File: src/rtl/core/bfss_pkg.sv
// Shared types, constants and register indexes for the shortest-path core.
`default_nettype none
package bfss_pkg;

  localparam int MAX_VERTICES_DEF = 64;
  localparam int MAX_EDGES_DEF    = 1024;
  localparam int WEIGHT_BITS_DEF  = 16;

  localparam int VERTEX_BITS = 6;
  localparam int INWEIGHT_BITS = 16;
  localparam int DIST_BITS = 32;
  localparam int CFG_INDEX_BITS = 1;
  localparam int CFG_DATA_BITS = 7;

  localparam logic [CFG_INDEX_BITS-1:0] CFG_VERTEX_TOTAL  = 1'd0;
  localparam logic [CFG_INDEX_BITS-1:0] CFG_SOURCE_VERTEX = 1'd1;

  localparam logic signed [DIST_BITS-1:0] DIST_MAX = 32'sh7FFF_FFFF;
  localparam logic signed [DIST_BITS-1:0] DIST_MIN = 32'sh8000_0000;

  typedef struct packed {
    logic [VERTEX_BITS-1:0]          from_vertex;
    logic [VERTEX_BITS-1:0]          to_vertex;
    logic signed [INWEIGHT_BITS-1:0] edge_weight;
    logic                            edge_present;
    logic                            last_item;
  } in_word_t;

  typedef struct packed {
    logic [VERTEX_BITS-1:0]      vertex_id;
    logic signed [DIST_BITS-1:0] path_distance;
    logic                        reachable;
    logic                        no_negative_cycle;
    logic                        last_result;
  } out_word_t;

  typedef struct packed {
    logic signed [DIST_BITS-1:0] cand;
    logic                        improves;
  } relax_res_t;

  typedef enum logic [2:0] {
    S_IDLE,
    S_INIT,
    S_FETCH,
    S_READ,
    S_RELAX,
    S_OUT
  } state_t;

endpackage
`default_nettype wire

File: src/rtl/core/bfss_relax_alu.sv
// Saturating add of tail distance and edge weight, compared against the head distance.
`default_nettype none
module bfss_relax_alu #(
  parameter int WEIGHT_BITS = bfss_pkg::WEIGHT_BITS_DEF
) (
  input  wire logic signed [bfss_pkg::DIST_BITS-1:0] dist_tail,
  input  wire logic signed [bfss_pkg::DIST_BITS-1:0] dist_head,
  input  wire logic [WEIGHT_BITS-1:0]                 weight,
  input  wire logic                                   head_reached,
  output bfss_pkg::relax_res_t                        res
);

  logic signed [33:0] tail_x;
  logic signed [33:0] weight_x;
  logic signed [33:0] sum;
  logic               in_range;

  always_comb begin
    tail_x   = {{2{dist_tail[31]}}, dist_tail};
    weight_x = {{(34 - WEIGHT_BITS){weight[WEIGHT_BITS-1]}}, weight};
    sum      = tail_x + weight_x;
    in_range = (sum[33:31] == 3'b000) || (sum[33:31] == 3'b111);
    if (in_range) begin
      res.cand = sum[31:0];
    end else if (sum[33]) begin
      res.cand = bfss_pkg::DIST_MIN;
    end else begin
      res.cand = bfss_pkg::DIST_MAX;
    end
    res.improves = !head_reached || (res.cand < dist_head);
  end

endmodule
`default_nettype wire

File: config.mk
export PLATFORM = sky130hd
export DESIGN_NAME = bfss_relax_alu
export DESIGN_NICKNAME = d
export VERILOG_FILES = /design/src/rtl/core/bfss_pkg.sv /design/src/rtl/core/bfss_relax_alu.sv
export SDC_FILE = /design/constraint.sdc
export NUM_CORES = 1
export LEC_CHECK = 0
export ABC_AREA = 1
export BUFFER_PORTS_ARGS = -buffer_cell sky130_fd_sc_hd__buf_2
export CORE_ASPECT_RATIO = 2
export CORE_MARGIN = 2
export CORE_UTILIZATION = 56
export DETAILED_ROUTE_END_ITERATION = 8
export PLACE_DENSITY = 0.91
export SLEW_MARGIN = 30
export SYNTH_ARGS = -nofsm -noshare
export SYNTH_HDL_FRONTEND = slang
export SYNTH_SLANG_ARGS = --single-unit
export TNS_END_PERCENT = 20
File: constraint.sdc
create_clock -name vclk -period 5
set_input_delay 0.5 -clock vclk [all_inputs]
set_output_delay 0.5 -clock vclk [all_outputs]
set_load 0.05 [all_outputs]
# Yosys cells after proc, flatten, opt, wreduce, memory -nomap -nowiden
# Index checks and enable logic that the tools add are counted.
[word_totals] regBits=0 input_bits=81 wordCells=9
[classes] addsub=1 order_cmp=1 n_eq_ne=1 n_mux=2 reduce_logical=4
[op_table] op="$mux W32" count=2
[op_table] op="$add A32 B16 Y33" count=1
[op_table] op="$lt A32 B32 Y1" count=1
[op_table] op="$eq A3 B3 Y1 const B" count=1
[op_table] op="$logic_not A3 Y1" count=1
[op_table] op="$logic_or A1 B1 Y1" count=2
[op_table] op="$logic_not A1 Y1" count=1

# Depth between registers and ports, before layout
# Gate-level depths: netlist (run 1).
[depth] depth_word=6 mapped_depth=28

# Least setup slack after synthesis (run 1)
# OpenSTA, ideal clock, no wires.
[synth_timing] kind="input to output" start="input dist_tail[0] in the netlist's numbering" end="output res[0] in the netlist's numbering" t_arrival_ns=4.641 t_required_ns=4.500 setup_slack_ns=-0.141 stages=25 path_buffers=2 path_cell_list="ha_1 fa_1 nand2_1 nand2_1 nand3_2 nand2_4 nand2_4 nand2_4 nand2_4 nand2_2 nand2_1 nand2_2 nand2_2 inv_1 buf_2 buf_2 a21oi_1 ha_1 a21oi_1 nor2_1 a2111oi_0 nand2_1 nand2_1 nand3_1 nand2_1"
[synth_rtl] element="start: declaration" line_no="bfss_relax_alu.sv:6" text="input wire logic signed [bfss_pkg::DIST_BITS-1:0] dist_tail,"
[synth_rtl] element="end: declaration" line_no="bfss_relax_alu.sv:10" text="output bfss_pkg::relax_res_t res"

==> results of run 1 <==
-- where the power goes --
group	switching [W]	internal, W	total [W]
sequential	0	0	0
clock	0	0	0
combinational	0.000674	0.000293	0.000967
-- critical path, stage by stage --
cell and delay, ps:
sky130_fd_sc_hd__buf_2 310, sky130_fd_sc_hd__ha_1 390, sky130_fd_sc_hd__a21oi_2 210, sky130_fd_sc_hd__nand2_1 70, sky130_fd_sc_hd__nand2_1 90, sky130_fd_sc_hd__nand2_1 70, sky130_fd_sc_hd__a21oi_2 190, sky130_fd_sc_hd__nand3_1 110
sky130_fd_sc_hd__nand2_2 90, sky130_fd_sc_hd__nand2_2 80, sky130_fd_sc_hd__nand2_1 80, sky130_fd_sc_hd__clkinv_1 190, sky130_fd_sc_hd__buf_4 240, sky130_fd_sc_hd__a21oi_2 190, sky130_fd_sc_hd__ha_1 270, sky130_fd_sc_hd__a21oi_1 160
sky130_fd_sc_hd__o21ai_0 120, sky130_fd_sc_hd__o21ai_2 130, sky130_fd_sc_hd__o2111ai_1 100, sky130_fd_sc_hd__nor2_1 100, sky130_fd_sc_hd__nand3_1 120, sky130_fd_sc_hd__nand2_1 80, sky130_fd_sc_hd__buf_2 260
-- how the worst max path moves through the flow --
stage | startpoint | slack (ps) | to
2_1_floorplan | dist_tail[0] | 30 | res[0]
3_3_place_gp | weight[15] | 470 | res[0]
3_5_place_dp | weight[15] | 320 | res[0]
4_1_cts | weight[15] | 300 | res[0]
5_1_grt | weight[15] | 50 | res[0]
6_report | weight[15] | 350 | res[0]
-- cell type report --
| cell class | instances | area, um^2 |
|---|---|---|
| Timing Repair Buffer | 118 | 601 |
| Inverter | 81 | 304 |
| Multi-Input combinational cell | 384 | 2550 |
| Tap cell | 57 | 71.3 |
| Fill cell | 445 | 1340 |
-- per-layer routing --
metal / wire length, um / vias to the layer above / track usage
met5: 0 / - / 0
met3: 429 / 42 / 0.0330
li1: - / 1756 / -
met1: 2710 / 1546 / 0.231
met4: 440 / 0 / 0.148
met2: 4760 / 130 / 0.611
-- synthesized netlist by cell type (2+ instances only) --
cell type / count
sky130_fd_sc_hd__o21ai_0: 5
sky130_fd_sc_hd__nand2_1: 130
sky130_fd_sc_hd__buf_2: 2
sky130_fd_sc_hd__o21ai_2: 3
sky130_fd_sc_hd__a21oi_1: 52
sky130_fd_sc_hd__clkbuf_1: 3
sky130_fd_sc_hd__nand3_2: 3
sky130_fd_sc_hd__a21oi_2: 7
sky130_fd_sc_hd__a31oi_1: 10
sky130_fd_sc_hd__nand2_2: 17
sky130_fd_sc_hd__inv_2: 4
sky130_fd_sc_hd__xor2_1: 10
sky130_fd_sc_hd__inv_1: 76
sky130_fd_sc_hd__or2_1: 2
sky130_fd_sc_hd__o21bai_1: 4
sky130_fd_sc_hd__ha_1: 62
sky130_fd_sc_hd__xnor2_1: 16
sky130_fd_sc_hd__nand3_1: 11
sky130_fd_sc_hd__nand2_4: 4
sky130_fd_sc_hd__nand4_1: 3
sky130_fd_sc_hd__nor2_1: 25
sky130_fd_sc_hd__nor2_2: 5
-- what timing repair did --
item / 4_1_cts / 5_1_grt
buffers inserted: 0 / 0
resized for setup: 0 / 2
endpoints found under the setup margin: 0 / 1
-- placed cells by master, fill, tap and decap left out, types with 2 or more instances in the layout --
| master | n |
|---|---|
| sky130_fd_sc_hd__ha_1 | 62 |
| sky130_fd_sc_hd__xnor2_1 | 16 |
| sky130_fd_sc_hd__a21oi_1 | 38 |
| sky130_fd_sc_hd__nor2_2 | 5 |
| sky130_fd_sc_hd__a21oi_2 | 21 |
| sky130_fd_sc_hd__o21ai_0 | 4 |
| sky130_fd_sc_hd__o21ai_2 | 3 |
| sky130_fd_sc_hd__inv_1 | 76 |
| sky130_fd_sc_hd__nor2_1 | 25 |
| sky130_fd_sc_hd__nand3_2 | 3 |
| sky130_fd_sc_hd__o21ai_1 | 2 |
| sky130_fd_sc_hd__a31oi_1 | 9 |
| sky130_fd_sc_hd__nand2_2 | 17 |
| sky130_fd_sc_hd__nand3_1 | 11 |
| sky130_fd_sc_hd__or2_1 | 2 |
| sky130_fd_sc_hd__nand2_1 | 130 |
| sky130_fd_sc_hd__nand4_1 | 3 |
| sky130_fd_sc_hd__xor2_1 | 10 |
| sky130_fd_sc_hd__buf_2 | 114 |
| sky130_fd_sc_hd__inv_2 | 4 |
| sky130_fd_sc_hd__o21bai_1 | 4 |
| sky130_fd_sc_hd__nand2_4 | 4 |
| sky130_fd_sc_hd__buf_4 | 4 |
-- cell families (layout without fill, tap and decap cells) --
family | after synthesis | in the layout | share of synthesized area
compound gates | 89 | 89 | 0.191
xor+xnor | 26 | 26 | 0.0810
fa+ha+maj | 63 | 63 | 0.283
buf+inv | 86 | 199 | 0.116
simple gates | 206 | 206 | 0.330
-- per-stage QoR --
stage                     utilization  instances
after CTS                       0.724        640
final                           0.725        640
after floorplan                     -        470
after global placement          0.724        640
after detailed placement        0.724        640
after global routing            0.725        640
==> impl_metrics.py, run 1 <==
metrics = {
    "outcome": {
        "outcome": "finished clean",
    },
    "grt": {
        "grt_overflow_total": 0,
        "pin_count_of_the_biggest_net_entering_global_routing": 23,
        "via_count_of_the_first_global_routing_pass": 3548,
        "grt_first_pass_wirelength_um": 13300,
        "initial_antenna_violation_count": 0,
        "global_route.usage.total": 0.295,
    },
    "routing": {
        "drc": 0,
        "route.detailed.vias_per_inst": 5.43,
        "routed_wire_length_per_instance_um": 13.0,
        "route.vias.total": 3474,
        "postRouteWirelength_um": 8340,
        "initial_drt_pass_iterations": 4,
        "route.antenna.remaining_nets": 0,
        "drt-initial-drc-count": 55,
    },
    "cells_and_area": {
        "sequential_cell_area_um2": 0,
        "clock_buffer_count": 0,
        "post-route-cell-area_um2": 3530,
        "seq_cell_count": 0,
        "antennaDiodeCount": 0,
        "final_stage_net_count": 729,
        "area_delta_synth_final_pct": 25.4,
        "post_route_cells_drive_above_1_share": 0.314,
    },
    "yosys": {
        "synthesis.nets": 614,
        "synth.cell_area_um2": 2810,
        "synth.top_cells.by_area": "sky130_fd_sc_hd__ha_1, sky130_fd_sc_hd__nand2_1, sky130_fd_sc_hd__inv_1, sky130_fd_sc_hd__a21oi_1, sky130_fd_sc_hd__xnor2_1",
        "seq_area_frac_synth": 0,
        "yosysTopAreaCellShare": 0.276,
        "syn_avg_cell_area_um2": 5.98,
        "synth_top_area_cell": "sky130_fd_sc_hd__ha_1",
        "ys.warnings.count": 0,
        "netlist-cell-type-count": 38,
        "synthCells": 470,
    },
    "floorplan": {
        "boundaryPins": 114,
        "initial_utilization": 0.578,
        "fp.coreArea_um2": 4860,
        "placementRows": 36,
        "die_x_um": 54.1,
        "fp.dieArea_um2": 5640,
        "chipHeight_um": 104,
    },
    "sta": {
        "timing_max_transition_violations_final": 0,
        "timing.final.crit_period_ps": 4650,
        "min_period_over_period": 0.931,
        "report.final.setup_viol": 0,
        "worst_case_headroom_to_the_max_slew_limit": 0.762,
        "timing.hold.ws_ps": 1410,
        "worstMarginPinSlew_ps": 356,
        "finalSetupTns_ps": 0,
        "hold_viol": 0,
        "unrepaired_setup_endpoints_after_global_routing": "no",
        "max_freq_ghz": 0.215,
        "setup_ws_ps": 345,
    },
    "clocking": {
        "cts.hold.buffers_added": 0,
    },
    "power": {
        "power_density_nw_per_um2": 274,
        "fin_total_pwr_w": 0.000967,
        "cellLeakagePower_nw": 2.12,
        "irDropWorstVdd_mv": 0.226,
    },
    "hold_path": {
        "min_from": "head_reached",
        "min_path_type": "primary input to output pin",
        "holdPathStages": 5,
        "whs_endpoint": "res[0]",
    },
    "placed_design": {
        "post-dp-hpwl_um": 7450,
        "placement.cell_area_um2": 3520,
        "number_of_i_o_port_buffers": 114,
        "dpl_worst_slack_ps": 317,
        "gp_congestion": 0.934,
    },
    "critical_path": {
        "worst-endpoint-required_ps": 4500,
        "timing.critical_path.arrival_ps": 4150,
        "cp_max_fo": 17,
        "startpoint_type_of_the_worst_setup_path": "primary input",
        "crit_path_end_kind": "output pin",
        "worst-setup-path-type": "primary input to output pin",
    },
    "job": {
        "cap_violations": 0,
    },
}
(Power assumes the default switching activity.)
==> inputs of run 2 (changes only) <==
--- a/config.mk
+++ b/config.mk
@@ -5,11 +5,10 @@
 export SDC_FILE = /design/constraint.sdc
 export NUM_CORES = 1
 export LEC_CHECK = 0
-export ABC_AREA = 1
 export BUFFER_PORTS_ARGS = -buffer_cell sky130_fd_sc_hd__buf_2
 export CORE_ASPECT_RATIO = 2
 export CORE_MARGIN = 2
-export CORE_UTILIZATION = 56
+export CORE_UTILIZATION = 55
 export DETAILED_ROUTE_END_ITERATION = 8
 export PLACE_DENSITY = 0.91
 export SLEW_MARGIN = 30
==> run 2 against run 1 <==
Against the previous run: the run now fails in clock tree synthesis; area after synthesis down 8.2%; synthesized cell count decreased by 24%.
==> impl_metrics.py, run 2 <==
metrics = {
    "outcome": {
        "outcome": "stopped before the end",
        "last-stage-reached": "clock tree synthesis",
        "firstError": "[ERROR DPL-0038] Utilization greater than 100%, impossible to legalize",
    },
    "placed_design": {
        "gp_congestion": 1.03,
        "number_of_i_o_port_buffers": 114,
        "post-dp-hpwl_um": 11000,
        "placed_cells": 619,
    },
    "floorplan": {
        "chipHeight_um": 101,
        "die_x_um": 52.5,
        "placementRows": 35,
        "boundaryPins": 114,
        "initial_utilization": 0.567,
    },
    "yosys": {
        "synth.top_cells.by_area": "sky130_fd_sc_hd__ha_1, sky130_fd_sc_hd__a21oi_1, sky130_fd_sc_hd__a21o_1, sky130_fd_sc_hd__inv_1, sky130_fd_sc_hd__xnor2_1",
        "synth_top_area_cell": "sky130_fd_sc_hd__ha_1",
        "synthesis.nets": 503,
        "synth.cell_area_um2": 2580,
        "synth_common_cells": "sky130_fd_sc_hd__a21oi_1, sky130_fd_sc_hd__ha_1, sky130_fd_sc_hd__inv_1",
        "netlist-cell-type-count": 52,
        "synthCells": 359,
        "ys.warnings.count": 0,
        "synth_most_common_cell": "sky130_fd_sc_hd__a21oi_1",
        "syn_avg_cell_area_um2": 7.19,
        "yosysTopAreaCellShare": 0.300,
        "seq_area_frac_synth": 0,
    },
    "clocking": {
        "cts_setup_buffers": 25,
        "post_cts_resized": 64,
        "cts.hold.buffers_added": 0,
    },
}
==> run 2: cells by family after synthesis <==
logic type,Yosys count,share of synthesized area
fa+ha+maj,63,0.308
compound gates,147,0.364
mux,2,0.00824
buf+inv,43,0.0654
simple gates,77,0.163
xor+xnor,27,0.0916
==> run 2: through the flow <==
stage	setup WS (ps)	area, um^2
after detailed placement	-990	4130
after global placement	-483	4130
after floorplan	-380	2780
==> inputs of run 3 (changes only) <==
--- a/config.mk
+++ b/config.mk
@@ -6,11 +6,10 @@
 export NUM_CORES = 1
 export LEC_CHECK = 0
 export BUFFER_PORTS_ARGS = -buffer_cell sky130_fd_sc_hd__buf_2
-export CORE_ASPECT_RATIO = 2
 export CORE_MARGIN = 2
-export CORE_UTILIZATION = 55
+export CORE_UTILIZATION = 40
 export DETAILED_ROUTE_END_ITERATION = 8
-export PLACE_DENSITY = 0.91
+export PLACE_DENSITY_LB_ADDON = 0.15
 export SLEW_MARGIN = 30
 export SYNTH_ARGS = -nofsm -noshare
 export SYNTH_HDL_FRONTEND = slang
==> run 3 against run 2 <==
Against the previous run: area after synthesis is the same; the flow now finishes, with violations (setup timing); synthesized cell count is the same.
==> impl_metrics.py, run 3 <==
metrics = {
    "routing": {
        "route.antenna.remaining_nets": 0,
        "drt-initial-drc-count": 80,
        "initial_drt_pass_iterations": 4,
        "detailroute.wirelength.met3_um": 372,
        "drc": 0,
        "maxUsedRoutingLayer": "met4",
        "route.detailed.vias_per_inst": 5.28,
        "route.vias.total": 3517,
        "m1WireLength_um": 4170,
        "met2RoutedLength_um": 4760,
        "routed_wire_length_per_instance_um": 14.2,
        "postRouteWirelength_um": 9460,
    },
    "placed_design": {
        "dpl_worst_slack_ps": -829,
        "post-dp-hpwl_um": 7830,
        "number_of_i_o_port_buffers": 114,
        "placed_cells": 654,
        "gp_congestion": 0.955,
    },
    "yosys": {
        "synth.cell_area_um2": 2580,
        "netlist-cell-type-count": 52,
        "ys.warnings.count": 0,
        "synth.top_cells.by_area": "sky130_fd_sc_hd__ha_1, sky130_fd_sc_hd__a21oi_1, sky130_fd_sc_hd__a21o_1, sky130_fd_sc_hd__inv_1, sky130_fd_sc_hd__xnor2_1",
        "syn_avg_cell_area_um2": 7.19,
        "yosysTopAreaCellShare": 0.300,
        "synthCells": 359,
        "synth_top_area_cell": "sky130_fd_sc_hd__ha_1",
        "seq_area_frac_synth": 0,
        "synth_most_common_cell": "sky130_fd_sc_hd__a21oi_1",
        "synth_common_cells": "sky130_fd_sc_hd__a21oi_1, sky130_fd_sc_hd__ha_1, sky130_fd_sc_hd__inv_1",
        "synthesis.nets": 503,
    },
    "critical_path": {
        "timing.critical_path.arrival_ps": 4890,
        "startpoint_type_of_the_worst_setup_path": "primary input",
        "worst-endpoint-required_ps": 4500,
        "worst-setup-path-type": "primary input to output pin",
        "cp_max_fo": 6,
        "crit_path_end_kind": "output pin",
    },
    "sta": {
        "timing.final.crit_period_ps": 5390,
        "timing_max_transition_violations_final": 0,
        "report.final.setup_viol": 1,
        "hold_viol": 0,
        "worst_case_headroom_to_the_max_slew_limit": 0.721,
        "max_freq_ghz": 0.186,
        "setup_ws_ps": -387,
        "min_period_over_period": 1.08,
        "worstMarginPinSlew_ps": 407,
        "unrepaired_setup_endpoints_after_global_routing": "yes",
    },
    "floorplan": {
        "boundaryPins": 114,
        "placementRows": 29,
        "fp.coreArea_um2": 6310,
        "fp.dieArea_um2": 7110,
        "chipHeight_um": 84.4,
        "die_x_um": 84.4,
        "initial_utilization": 0.409,
    },
    "power": {
        "p_switching_w": 0.000699,
        "power_share_of_the_combinational_group": 1.000,
        "power.share.sequential": 0,
        "cellLeakagePower_nw": 2.47,
        "share_clk_of_total_power": 0,
        "power.share.switching": 0.575,
        "irDropWorstVdd_mv": 0.223,
        "power_density_nw_per_um2": 258,
        "power_report.internal_total_w": 0.000516,
    },
    "hold_path": {
        "min_path_type": "primary input to output pin",
    },
    "cells_and_area": {
        "seq_cell_count": 0,
        "sequential_cell_area_um2": 0,
        "final_stage_net_count": 735,
        "clock_buffer_count": 0,
        "post_route_cells_drive_above_1_share": 0.528,
        "mostFrequentLayoutCells": "sky130_fd_sc_hd__buf_4, sky130_fd_sc_hd__buf_2, sky130_fd_sc_hd__ha_1, sky130_fd_sc_hd__a21oi_1, sky130_fd_sc_hd__inv_1",
        "final_cells": 666,
        "area_delta_synth_final_pct": 82.3,
        "nFillCells": 504,
        "mostFrequentLayoutCell": "sky130_fd_sc_hd__buf_4",
        "antennaDiodeCount": 0,
    },
    "grt": {
        "via_count_of_the_first_global_routing_pass": 3585,
        "grt_first_pass_wirelength_um": 15700,
        "global_route.usage.total": 0.256,
        "grt_overflow_total": 0,
        "pin_count_of_the_biggest_net_entering_global_routing": 13,
        "initial_antenna_violation_count": 0,
    },
    "outcome": {
        "failed_checks": "setup timing",
        "outcome": "finished with violations",
    },
    "job": {
        "cap_violations": 0,
    },
}
-- run 3: cell counts after synthesis --
No cell type changed its count.
-- run 3: what timing repair did --
item | in CTS | in global routing
pin swaps | 34 | 20
resized for setup | 44 | 17
endpoints found under the setup margin | 1 | 1
buffers inserted | 5 | 8
hold buffers | 0 | 0
cloned | 0 | 0
-- run 3: final timing paths --
kind | to | from | depth (start not counted)
worst min-delay path | res[0] | head_reached | 3
worst max-delay path | res[0] | dist_tail[3] | 26
-- run 3: cell type report --
| class | instances | area, um^2 | share of cell area |
|---|---|---|---|
| Multi-Input combinational cell | 316 | 2880 | 0.612 |
| Inverter | 35 | 131 | 0.0279 |
| Timing Repair Buffer | 238 | 1600 | 0.340 |
| Tap cell | 77 | 96.3 | 0.0205 |
-- run 3: per-stage QoR --
| stage | util | area, um^2 | TNS (ps) | total power [W] | hold slack [ps] |
|---|---|---|---|---|---|
| after CTS | 0.722 | 4560 | -377 | 0.00118 | 1360 |
| after global routing | 0.746 | 4710 | -595 | 0.00130 | 1380 |
| after floorplan | - | 2780 | -380 | 0.000722 | 1100 |
| final | 0.746 | 4710 | -387 | 0.00122 | 1370 |
| after global placement | 0.672 | 4240 | -642 | 0.00110 | 1410 |
| after detailed placement | 0.672 | 4240 | -829 | 0.00112 | 1410 |
-- run 3: worst max-delay path: stages --
cell	delay, ps
sky130_fd_sc_hd__buf_6	90
sky130_fd_sc_hd__ha_4	260
sky130_fd_sc_hd__o211ai_1	130
sky130_fd_sc_hd__o211ai_2	200
sky130_fd_sc_hd__nand3_2	130
sky130_fd_sc_hd__o31ai_2	270
sky130_fd_sc_hd__o211ai_1	100
sky130_fd_sc_hd__buf_4	170
sky130_fd_sc_hd__a21oi_4	210
sky130_fd_sc_hd__buf_6	130
sky130_fd_sc_hd__nor3_4	40
sky130_fd_sc_hd__mux2_4	340
sky130_fd_sc_hd__a21oi_4	170
sky130_fd_sc_hd__ha_4	220
sky130_fd_sc_hd__a21o_1	170
sky130_fd_sc_hd__a21o_1	190
sky130_fd_sc_hd__a21oi_2	130
sky130_fd_sc_hd__nor2_1	60
sky130_fd_sc_hd__a211oi_2	140
sky130_fd_sc_hd__nor2_1	90
sky130_fd_sc_hd__a211oi_2	230
sky130_fd_sc_hd__o21ai_2	130
sky130_fd_sc_hd__nor3_2	200
sky130_fd_sc_hd__nand2_1	120
sky130_fd_sc_hd__a32oi_4	260
sky130_fd_sc_hd__buf_6	190
-- run 3: power groups by stage --
| stage | logic (W) | registers (W) | clock network (W) |
|---|---|---|---|
| after global placement | 0.00110 | 0 | 0 |
| after detailed placement | 0.00112 | 0 | 0 |
| final | 0.00122 | 0 | 0 |
| after global routing | 0.00130 | 0 | 0 |
| after CTS | 0.00118 | 0 | 0 |
| after floorplan | 0.000722 | 0 | 0 |
-- run 3: logic make-up (layout without fill, tap and decap cells) --
| family | count (synthesis) | after routing | share of synthesized area |
|---|---|---|---|
| adder cells (fa/ha/maj) | 63 | 63 | 0.308 |
| AND/OR/NAND/NOR | 77 | 77 | 0.163 |
| buffers and inverters | 43 | 273 | 0.0654 |
| multiplexers | 2 | 2 | 0.00824 |
| XOR/XNOR | 27 | 27 | 0.0916 |
| AO/OA/AOI/OAI | 147 | 147 | 0.364 |
-- run 3: metal layers --
metal | track usage | vias to the layer above
met2 | 0.476 | 91
li1 | - | 1790
met3 | 0.00885 | 15
met1 | 0.335 | 1621
met4 | 0.0332 | 0
met5 | 0 | -
==> inputs of run 4 (changes only) <==
--- a/config.mk
+++ b/config.mk
@@ -7,7 +7,7 @@
 export LEC_CHECK = 0
 export BUFFER_PORTS_ARGS = -buffer_cell sky130_fd_sc_hd__buf_2
 export CORE_MARGIN = 2
-export CORE_UTILIZATION = 40
+export CORE_UTILIZATION = 45
 export DETAILED_ROUTE_END_ITERATION = 8
 export PLACE_DENSITY_LB_ADDON = 0.15
 export SLEW_MARGIN = 30
==> run 4 against run 3 <==
Against the previous run: the run still ends with setup timing left; cell area down 0.72%; wire length up 11%; maximum frequency down 5.9%; first-iteration DRC count rose to 2.6 times the previous value; setup slack worse by 340 ps; core utilization up 9.8 points; flip-flop and latch count unchanged; critical path depth up 1; final cell count down 0.45%; worst hold slack better by 12 ps; power up 2.2%; combinational power about the same; critical endpoint unchanged; largest cell class unchanged; largest power group unchanged.
==> impl_metrics.py, run 4 (synthesis gave the netlist of run 3 again) <==
metrics = {
    "critical_path": {
        "cp_max_stage_delay_ps": 370,
        "timing.critical_path.arrival_ps": 5220,
        "crit_path_end_kind": "output pin",
        "cp-endpoint": "res[0]",
        "worst-setup-path-type": "primary input to output pin",
        "worst_setup_path_start": "weight[1]",
        "timing.critical_path.slowest_stage_cell": "sky130_fd_sc_hd__mux2_4",
        "worst-endpoint-required_ps": 4500,
        "startpoint_type_of_the_worst_setup_path": "primary input",
        "cp_max_fo": 7,
    },
    "placed_design": {
        "gp_congestion": 0.928,
        "number_of_i_o_port_buffers": 114,
        "post-dp-hpwl_um": 7850,
    },
    "hold_path": {
        "min_path_type": "primary input to output pin",
    },
    "cells_and_area": {
        "antennaDiodeCount": 0,
        "mostFrequentLayoutCell": "sky130_fd_sc_hd__buf_4",
        "seq_cell_count": 0,
        "area_delta_synth_final_pct": 81.0,
        "final_stage_net_count": 737,
        "clock_buffer_count": 0,
        "post_route_cells_drive_above_1_share": 0.518,
        "mostFrequentLayoutCells": "sky130_fd_sc_hd__buf_4, sky130_fd_sc_hd__buf_2, sky130_fd_sc_hd__ha_1, sky130_fd_sc_hd__a21oi_1, sky130_fd_sc_hd__inv_1",
        "sequential_cell_area_um2": 0,
    },
    "power": {
        "irDropWorstVdd_mv": 0.191,
        "cellLeakagePower_nw": 2.48,
        "fin_total_pwr_w": 0.00124,
        "power_density_nw_per_um2": 266,
    },
    "job": {
        "cap_violations": 0,
    },
    "clocking": {
        "cts.hold.buffers_added": 0,
    },
    "floorplan": {
        "placementRows": 27,
        "initial_utilization": 0.466,
        "chipHeight_um": 79.8,
        "die_x_um": 79.8,
        "fp.coreArea_um2": 5540,
        "fp.dieArea_um2": 6360,
        "boundaryPins": 114,
    },
    "outcome": {
        "outcome": "finished with violations",
        "failed_checks": "setup timing",
    },
    "routing": {
        "postRouteWirelength_um": 10500,
        "route.detailed.vias_per_inst": 5.62,
        "route.vias.total": 3728,
        "route.antenna.remaining_nets": 0,
        "maxUsedRoutingLayer": "met4",
        "drc": 0,
        "met2RoutedLength_um": 5270,
        "m1WireLength_um": 4310,
        "drt-initial-drc-count": 211,
        "initial_drt_pass_iterations": 6,
        "detailroute.wirelength.met3_um": 605,
        "routed_wire_length_per_instance_um": 15.9,
    },
    "grt": {
        "grt_first_pass_wirelength_um": 16600,
        "pin_count_of_the_biggest_net_entering_global_routing": 14,
        "via_count_of_the_first_global_routing_pass": 3726,
        "global_route.usage.total": 0.317,
        "initial_antenna_violation_count": 0,
        "grt_overflow_total": 0,
    },
    "sta": {
        "timing.final.crit_period_ps": 5720,
        "min_period_over_period": 1.14,
        "setup_ws_ps": -723,
        "worstMarginPinSlew_ps": 470,
        "timing.hold.ws_ps": 1380,
        "report.final.setup_viol": 1,
        "max_freq_ghz": 0.175,
        "finalSetupTns_ps": -723,
        "timing_max_transition_violations_final": 0,
        "unrepaired_setup_endpoints_after_global_routing": "yes",
        "hold_viol": 0,
        "worst_case_headroom_to_the_max_slew_limit": 0.678,
    },
}
-- run 4: cell count changes in the layout (fill, tap and decap cells not counted), sizes merged --
cell and delta:
buf +2
-- run 4: per-layer routing --
metal,vias to the layer above,GRT usage
met1,1704,0.363
met2,185,0.618
li1,1801,-
met3,38,0.0215
met5,-,0
met4,0,0.100
-- run 4: worst min path at each step --
stage / end / cells after the start / slack (ps) / from
detailed placement: res[0] / 3 / 1430 / head_reached
floorplan: res[0] / 1 / 1100 / head_reached
finish: res[0] / 3 / 1380 / head_reached
global route: res[0] / 3 / 1380 / head_reached
CTS: res[0] / 3 / 1380 / head_reached
global placement: res[0] / 3 / 1430 / head_reached
-- run 4: what timing repair did --
item / 4_1_cts / 5_1_grt
gates resized for setup: 51 / 5
pin swaps: 30 / 9
endpoints found under the setup margin: 1 / 1
buffers inserted: 13 / 6
-- run 4: power by group --
part / internal [W] / leakage [nW] / switching, W / total [W]
Clock: 0 / 0 / 0 / 0
Sequential: 0 / 0 / 0 / 0
Combinational: 0.000514 / 2.48 / 0.000728 / 0.00124
-- run 4: worst max-delay path: cells and delay by family --
kind / cells / cell delay, ps
and+or+nand+nor: 6 / 700
buffers and inverters: 5 / 740
muxes: 1 / 370
AOI/OAI and AO/OA: 13 / 2380
adders and majority gates: 2 / 500
-- run 4: cell type report --
cell class | count | area (um^2)
fill | 339 | 867
inverter | 35 | 131
multi-input combinational | 316 | 2850
tap | 72 | 90.1
timing repair buffer | 240 | 1610
-- run 4: through the flow --
| step | utilization | area [um^2] | instances | setup WS [ps] |
|---|---|---|---|---|
| floorplan | - | 2780 | 359 | -380 |
| global placement | 0.762 | 4220 | 644 | -602 |
| detailed placement | 0.762 | 4220 | 644 | -787 |
| CTS | 0.830 | 4600 | 657 | -371 |
| global route | 0.843 | 4670 | 663 | -868 |
| finish | 0.843 | 4670 | 663 | -723 |
